--- src/rtl/core/conv2d_3x3_nhwc_stride_pad_core_macros.svh ---
// Assertion macros used by the conv2d core datapath.
`ifndef CONV2D_3X3_NHWC_STRIDE_PAD_CORE_MACROS_SVH
`define CONV2D_3X3_NHWC_STRIDE_PAD_CORE_MACROS_SVH

// Property sampled on clk, off while rst_n is low.
`define C2D_ASSERT_CLK(lbl, prop, msg) \
  lbl: assert property (@(posedge clk) disable iff (!rst_n) prop) else $error(msg);

// Condition in one cycle implies a check in the next cycle.
`define C2D_ASSERT_NEXT(lbl, ante, cons, msg) \
  lbl: assert property (@(posedge clk) disable iff (!rst_n) (ante) |=> (cons)) else $error(msg);

`endif

--- src/rtl/core/c2d_pkg.sv ---
// Shared constants, codes and controller/datapath interface types.
package c2d_pkg;

  localparam int MAX_WIDTH    = 256;
  localparam int MAX_HEIGHT   = 256;
  localparam int MAX_CHANNELS = 64;
  localparam int MAX_FILTERS  = 64;
  localparam int KERNEL_SIZE  = 3;
  localparam int STEP_MAX     = 4;

  localparam int COL_W  = $clog2(MAX_WIDTH);
  localparam int ROW_W  = $clog2(MAX_HEIGHT);
  localparam int CH_W   = $clog2(MAX_CHANNELS);
  localparam int FLT_W  = $clog2(MAX_FILTERS);
  localparam int SLOT_W = $clog2(KERNEL_SIZE);
  localparam int KSEL_W = $clog2(KERNEL_SIZE);
  localparam int TAP_W  = $clog2(KERNEL_SIZE * KERNEL_SIZE);

  // configuration field widths
  localparam int DIM_W  = 9;
  localparam int CNT_W  = 7;
  localparam int STEP_W = 3;
  localparam int CFG_DW = 9;
  localparam int CFG_IW = 3;

  // window index and window end coordinate widths
  localparam int IDX_W = ROW_W + 1;
  localparam int END_W = ROW_W + 2;

  localparam int DATA_W = 16;
  localparam int BIAS_W = 32;
  localparam int PROD_W = 2 * DATA_W;
  localparam int SUM_W  = 48;

  localparam int LINE_DEPTH = KERNEL_SIZE * MAX_WIDTH * MAX_CHANNELS;
  localparam int WGT_DEPTH  = KERNEL_SIZE * KERNEL_SIZE * MAX_CHANNELS * MAX_FILTERS;

  localparam int RST_HEIGHT   = 224;
  localparam int RST_WIDTH    = 224;
  localparam int RST_CHANNELS = 64;
  localparam int RST_FILTERS  = 64;
  localparam int RST_STEP     = 2;
  localparam int RST_PAD      = 1;

  typedef enum logic [CFG_IW-1:0] {
    REG_HEIGHT   = 3'd0,
    REG_WIDTH    = 3'd1,
    REG_CHANNELS = 3'd2,
    REG_FILTERS  = 3'd3,
    REG_STEP     = 3'd4,
    REG_PAD      = 3'd5
  } reg_idx_t;

  typedef enum logic [1:0] {
    OP_WEIGHT = 2'd0,
    OP_BIAS   = 2'd1,
    OP_ACT    = 2'd2,
    OP_DRAIN  = 2'd3
  } op_t;

  typedef enum logic [3:0] {
    ST_IDLE,
    ST_ROW_SCAN,
    ST_COL_SCAN,
    ST_WIN_INIT,
    ST_BIAS,
    ST_MAC,
    ST_DRAIN,
    ST_EMIT,
    ST_COMMIT
  } state_t;

  typedef struct packed {
    logic accept;
    logic cfg_we;
    logic row_adv;
    logic col_adv;
    logic win_init;
    logic bias_load;
    logic mac_step;
    logic filt_next;
    logic win_next;
    logic emit;
    logic commit;
  } cmd_t;

  typedef struct packed {
    logic px_last;
    logic row_match;
    logic col_match;
    logic no_window;
    logic mac_end;
    logic pipe_busy;
    logic out_free;
    logic filt_last;
    logic win_last;
  } stat_t;

endpackage

--- src/rtl/core/c2d_ctrl.sv ---
// Sequencing state machine: window scan, filter loop, MAC loop, result hand-off.
module c2d_ctrl (
  input  logic                 clk,
  input  logic                 rst_n,
  input  logic                 in_valid,
  input  logic [1:0]           in_operation,
  input  logic                 cfg_valid,
  input  c2d_pkg::stat_t       st,
  output logic                 in_stall,
  output logic                 cfg_ready,
  output c2d_pkg::cmd_t        cmd
);

  c2d_pkg::state_t state_r, state_nxt;
  c2d_pkg::op_t    op;

  assign op = c2d_pkg::op_t'(in_operation);

  always_ff @(posedge clk) begin
    if (!rst_n) begin
      state_r <= c2d_pkg::ST_IDLE;
    end else begin
      state_r <= state_nxt;
    end
  end

  always_comb begin
    state_nxt = state_r;
    case (state_r)
      c2d_pkg::ST_IDLE: begin
        if (in_valid && op == c2d_pkg::OP_ACT && st.px_last) begin
          state_nxt = c2d_pkg::ST_ROW_SCAN;
        end
      end
      c2d_pkg::ST_ROW_SCAN: begin
        if (!st.row_match) begin
          state_nxt = c2d_pkg::ST_COL_SCAN;
        end
      end
      c2d_pkg::ST_COL_SCAN: begin
        if (!st.col_match) begin
          state_nxt = c2d_pkg::ST_WIN_INIT;
        end
      end
      c2d_pkg::ST_WIN_INIT: begin
        state_nxt = st.no_window ? c2d_pkg::ST_COMMIT : c2d_pkg::ST_BIAS;
      end
      c2d_pkg::ST_BIAS: state_nxt = c2d_pkg::ST_MAC;
      c2d_pkg::ST_MAC: begin
        if (st.mac_end) begin
          state_nxt = c2d_pkg::ST_DRAIN;
        end
      end
      c2d_pkg::ST_DRAIN: begin
        if (!st.pipe_busy) begin
          state_nxt = c2d_pkg::ST_EMIT;
        end
      end
      c2d_pkg::ST_EMIT: begin
        if (st.out_free) begin
          state_nxt = (st.filt_last && st.win_last) ? c2d_pkg::ST_COMMIT : c2d_pkg::ST_BIAS;
        end
      end
      c2d_pkg::ST_COMMIT: state_nxt = c2d_pkg::ST_IDLE;
      default: state_nxt = c2d_pkg::ST_IDLE;
    endcase
  end

  always_comb begin
    cmd       = '0;
    in_stall  = 1'b1;
    cfg_ready = 1'b0;
    case (state_r)
      c2d_pkg::ST_IDLE: begin
        in_stall   = 1'b0;
        cfg_ready  = 1'b1;
        cmd.accept = in_valid;
        cmd.cfg_we = cfg_valid;
      end
      c2d_pkg::ST_ROW_SCAN: cmd.row_adv   = st.row_match;
      c2d_pkg::ST_COL_SCAN: cmd.col_adv   = st.col_match;
      c2d_pkg::ST_WIN_INIT: cmd.win_init  = 1'b1;
      c2d_pkg::ST_BIAS:     cmd.bias_load = 1'b1;
      c2d_pkg::ST_MAC:      cmd.mac_step  = 1'b1;
      c2d_pkg::ST_DRAIN:    cmd           = '0;
      c2d_pkg::ST_EMIT: begin
        if (st.out_free) begin
          cmd.emit = 1'b1;
          if (!st.filt_last) begin
            cmd.filt_next = 1'b1;
          end else if (!st.win_last) begin
            cmd.win_next = 1'b1;
          end
        end
      end
      c2d_pkg::ST_COMMIT: cmd.commit = 1'b1;
      default: cmd = '0;
    endcase
  end

endmodule

--- config.mk ---
export PLATFORM = sky130hd
export DESIGN_NAME = c2d_ctrl
export DESIGN_NICKNAME = d
export VERILOG_FILES = /design/src/rtl/core/conv2d_3x3_nhwc_stride_pad_core_macros.svh /design/src/rtl/core/c2d_pkg.sv /design/src/rtl/core/c2d_ctrl.sv
export SDC_FILE = /design/constraint.sdc
export NUM_CORES = 1
export LEC_CHECK = 0
export BUFFER_PORTS_ARGS = -buffer_cell sky130_fd_sc_hd__clkbuf_2
export CAP_MARGIN = 20
export CORE_AREA = 10 10 47 49
export CTS_BUF_LIST = sky130_fd_sc_hd__clkbuf_8
export CTS_CLUSTER_DIAMETER = 200
export DETAILED_ROUTE_END_ITERATION = 7
export DIE_AREA = 0 0 57 59
export SLEW_MARGIN = 30
export SYNTH_ARGS = -nofsm -noshare
export SYNTH_HDL_FRONTEND = slang
export SYNTH_SLANG_ARGS = --single-unit
--- constraint.sdc ---
create_clock -name clk -period 1.7 [get_ports clk]
set_input_delay 0.085 -clock clk [delete_from_list [all_inputs] [get_ports clk]]
set_output_delay 0.085 -clock clk [all_outputs]
set_load 0.005 [all_outputs]
# Word level (Yosys, flattened, before mapping)
# Index checks and enable logic that the tools add are counted.
[op_classes]
muxes = 23
reduce_logical = 5
n_eq_ne = 15
[op_table]
columns = ["cell", "count"]
rows = [
  ["4-bit two-way mux", 8],
  ["4-bit one-hot mux with 8 select lines", 1],
  ["4-bit by 3-bit equality test with 1-bit output, second input constant", 4],
  ["2-bit inequality test, second input constant", 6],
  ["1-bit two-way mux", 11],
  ["4-bit by 2-bit equality test with 1-bit output, second input constant", 2],
  ["3-bit two-way mux", 2],
  ["6-bit AND reduction", 1],
  ["4-bit by 1-bit equality test with 1-bit output, second input constant", 1],
  ["4-bit equality test, second input constant", 1],
  ["4-bit zero test", 1],
  ["1-bit logical AND", 3],
  ["2-bit equality test, second input constant", 1],
  ["2-bit two-way mux", 1],
]
[word_totals]
regBits = 4
input_bits = 15
wordCells = 44
output_inout_bits = 13

# Depth between registers and ports, before layout
[depth]
ltp_word = 5
depth_mapped = 5
depth_no_buf = 4

# Least setup slack after synthesis
# Ideal clock, no wire load.
[synth_timing]
kind = "reg-to-reg"
start = "reg state_r[0]"
end = "reg state_r[0]"
t_arrival_ps = 1187
setup_slack_ps = 383
setup_time_ps = 131
n_path_buf = 1
period_less_slack_ps = 1317
stages_incl_launch_ff = 6
path_cell_list = "dfxtp_1 buf_2 nor4_4 inv_2 o221ai_2 o22ai_1"
[synth_between]
elab_chain_len = 3
[synth_lines]
columns = ["item", "line", "text"]
rows = [
  ["start, declared", "c2d_ctrl.sv:14", "c2d_pkg::state_t state_r, state_nxt;"],
  ["start signal, assigned", "c2d_ctrl.sv:21", "state_r <= c2d_pkg::ST_IDLE;"],
  ["start signal, assigned", "c2d_ctrl.sv:23", "state_r <= state_nxt;"],
  ["4-bit by 1-bit equality test with 1-bit output (tied with other cells)", "c2d_ctrl.sv:29", "case (state_r)"],
  ["2-bit inequality test (no source line)", "-", ""],
  ["6-bit AND reduction (no source line)", "-", ""],
]
# Several ways; a longest one is shown, not always the timed one.
# A chain may end at the register's enable or synchronous reset.

==> flow_summary.yaml <==
final_layout:
  diodes: 0
  drive_above_1_share: 0.494
  fin_nets: 94
  top_register: "state_r"
  fillers: 153
  largest_register_ffs: 4
  area_growth_pct: 49.5
  largestRegisters: "state_r x4"
  fin_area_sq_um: 578
detailed_routing:
  routed_wl_um: 1240
  via_per_inst: 4.83
  firstDrtPassIters: 4
  drtIter0Drc: 4
  drc: 0
  num_vias: 449
  antenna_left: 0
  post_drt_wl_per_cell_um: 13.3
synth:
  synth_top_area_share: 0.207
  ys.flop_type: "dfxtp_1"
  synth_most_common_cell: "nor2_1"
  seq_area_frac_synth: 0.207
  async_flop_share: 0
  synth_edf_count: 0
  syn_avg_cell_area_sq_um: 8.05
  netlist-cell-type-count: 26
  synthCells: 48
  synth_common_cells: "nor2_1, dfxtp_1, inv_1"
  ys_top_cells_by_area: "dfxtp_1, mux2i_1, nor2_1"
  synth_top_area_cell: "dfxtp_1"
  yosysWarnings: 0
  synth_nets: 63
  synth_area_sq_um: 387
  ys_ff_latch: 4
min_path:
  hold_path_startpoint: "rst_n"
  whs_path_depth: 2
  hp-class: "primary input to register"
  holdPathEnd: "state_r[2]"
clock_network:
  cts_htree_levels: 1
  cts_setup_buffers: 0
  clock-root-buffer: "clkbuf_8"
  path_clk_slew_ps: 30
  cts_hold_buffers: 0
  cts_tree: "done"
  cts_made_buffers: 3
  insertion_delay_ps: 220
  cts_buffer_depth: 2
  cts_num_sinks: 4
placement:
  place_area_sq_um: 536
  dpl_worst_slack_ps: 206
  io_buffers: 27
  gp_congestion: 0.700
  hpwl_um: 1040
sta:
  worst_slack_ps: 153
  slew_headroom: 0.694
  worst_pin_slew_ps: 453
  finalCritPeriodShare: 0.910
  clock_skew_ps: 2.63
  fmax_mhz: 647
  setup_viol: 0
  fin_hold_ws_ps: 126
  fin_crit_ps: 1550
  maxSlewViolCount: 0
  fin_tns_setup_ps: 0
  final-hold-violation-count: 0
  rsz0062_at_grt: "false"
worst_setup_path:
  ff2ff_path_depth: 4
  worstPathArrival_ps: 1460
  critPathMaxStageDelay_ps: 410
  crit_path_start_kind: "register"
  end_kind: "output pin"
  crit_chain: "nor2b_1 -> nand4_1 -> nor3b_1 -> clkbuf_2"
  path_max_fanout: 9
  path_class: "register to output pin"
  crit_required_ps: 1620
  cp_top_family: "simple AND/OR/NAND/NOR gates"
  crit_buf_inv: 1
  r2r-end: "state_r[3]"
  critPathSlowestCell: "dfxtp_2"
  r2r_slack_ps: 230
  rr_startpoint: "state_r[1]"
global_routing:
  grt_pass1_vias: 466
  grt_max_degree: 10
  grt.overflow.total: 0
  grt_pass1_wl_um: 2010
  grt_util_all_layers: 0.0743
  antenna_found_initial: 0
floorplan:
  ioPinCount: 28
  die_w_um: 57
  die_area_sq_um: 3360
  rows: 14
  core_area_sq_um: 1400
  die_h_um: 59
  initial_core_util: 0.276
flow_run:
  drv_cap: 0
power_and_ir_drop:
  leakagePower_nw: 0.297
  power-per-cell-area_nw_per_um2: 1280
  vdd_ir_drop_max_uv: 694
status:
  status: "finished, final reports clean"
==> cells by family (layout without fill, tap and decap cells) <==
family	Yosys count	after routing	share of synthesized area
compound gates	8	8	0.184
buf+inv	8	37	0.104
flops	4	4	0.207
mux	3	3	0.0777
simple gates	25	25	0.427
==> power breakdown <==
part           internal (mW)  switching (mW)  total, mW
clock network          0.151          0.0510      0.202
logic                  0.187           0.176      0.363
registers              0.118          0.0551      0.173
==> routing by layer <==
layer,routed length (um),global-route usage,vias up
met2,629,0.136,12
met1,520,0.0688,203
li1,-,-,231
met4,24,0.0503,0
met5,0,0,-
met3,61,0.0236,3
==> metrics by stage <==
step            util  cells  total power, mW
3_5_place_dp   0.382     90            0.542
6_report       0.413     93            0.738
2_1_floorplan      -     48            0.418
3_3_place_gp   0.382     90            0.538
4_1_cts        0.412     93            0.749
5_1_grt        0.413     93            0.796
==> placed cells by master, fill, tap and decap left out <==
cell      synthesis  final
a22o_1            1      1
inv_2             1      1
a32oi_2           1      1
nand4_1           1      1
nand2_1           3      3
clkbuf_2          0     27
nor2_1            6      6
clkbuf_8          0      3
inv_1             4      4
dfxtp_2           0      1
nor4_4            1      1
o221ai_2          1      1
and4b_1           1      1
nor4b_1           2      2
a311oi_1          1      1
nor3_1            1      1
nand2b_1          2      2
a31oi_1           1      1
nor4_2            1      1
mux2i_1           3      3
nor3b_1           2      2
a21oi_1           2      2
and2_1            3      3
and3_1            1      1
o22ai_1           1      1
nor2b_1           1      1
dfxtp_1           4      3
buf_4             0      2
==> area by class of cell <==
class	count	area, sq um	share of cell area
tap	16	20.0	0.0346
inverter	5	18.8	0.0325
multi-input combinational	36	267	0.461
clock buffer	3	41.3	0.0714
sequential	4	81.3	0.141
timing repair buffer	29	150	0.260
==> worst max path at each step <==
stage | startpoint | endpoint | slack [ps] | cells after the start
after floorplan | state_r[0] | state_r[0] | 380 | 5
final | state_r[0] | cmd[2] | 150 | 4
after global placement | state_r[0] | state_r[0] | 220 | 4
after detailed placement | state_r[0] | state_r[1] | 210 | 4
after global routing | state_r[0] | cmd[2] | 40 | 4
after CTS | state_r[0] | cmd[2] | 30 | 4
==> what timing repair did <==
action,4_1_cts,5_1_grt
setup endpoints to repair,0,1
hold endpoints to repair,0,0
gates resized for setup,0,1
(Power assumes the default switching activity.)
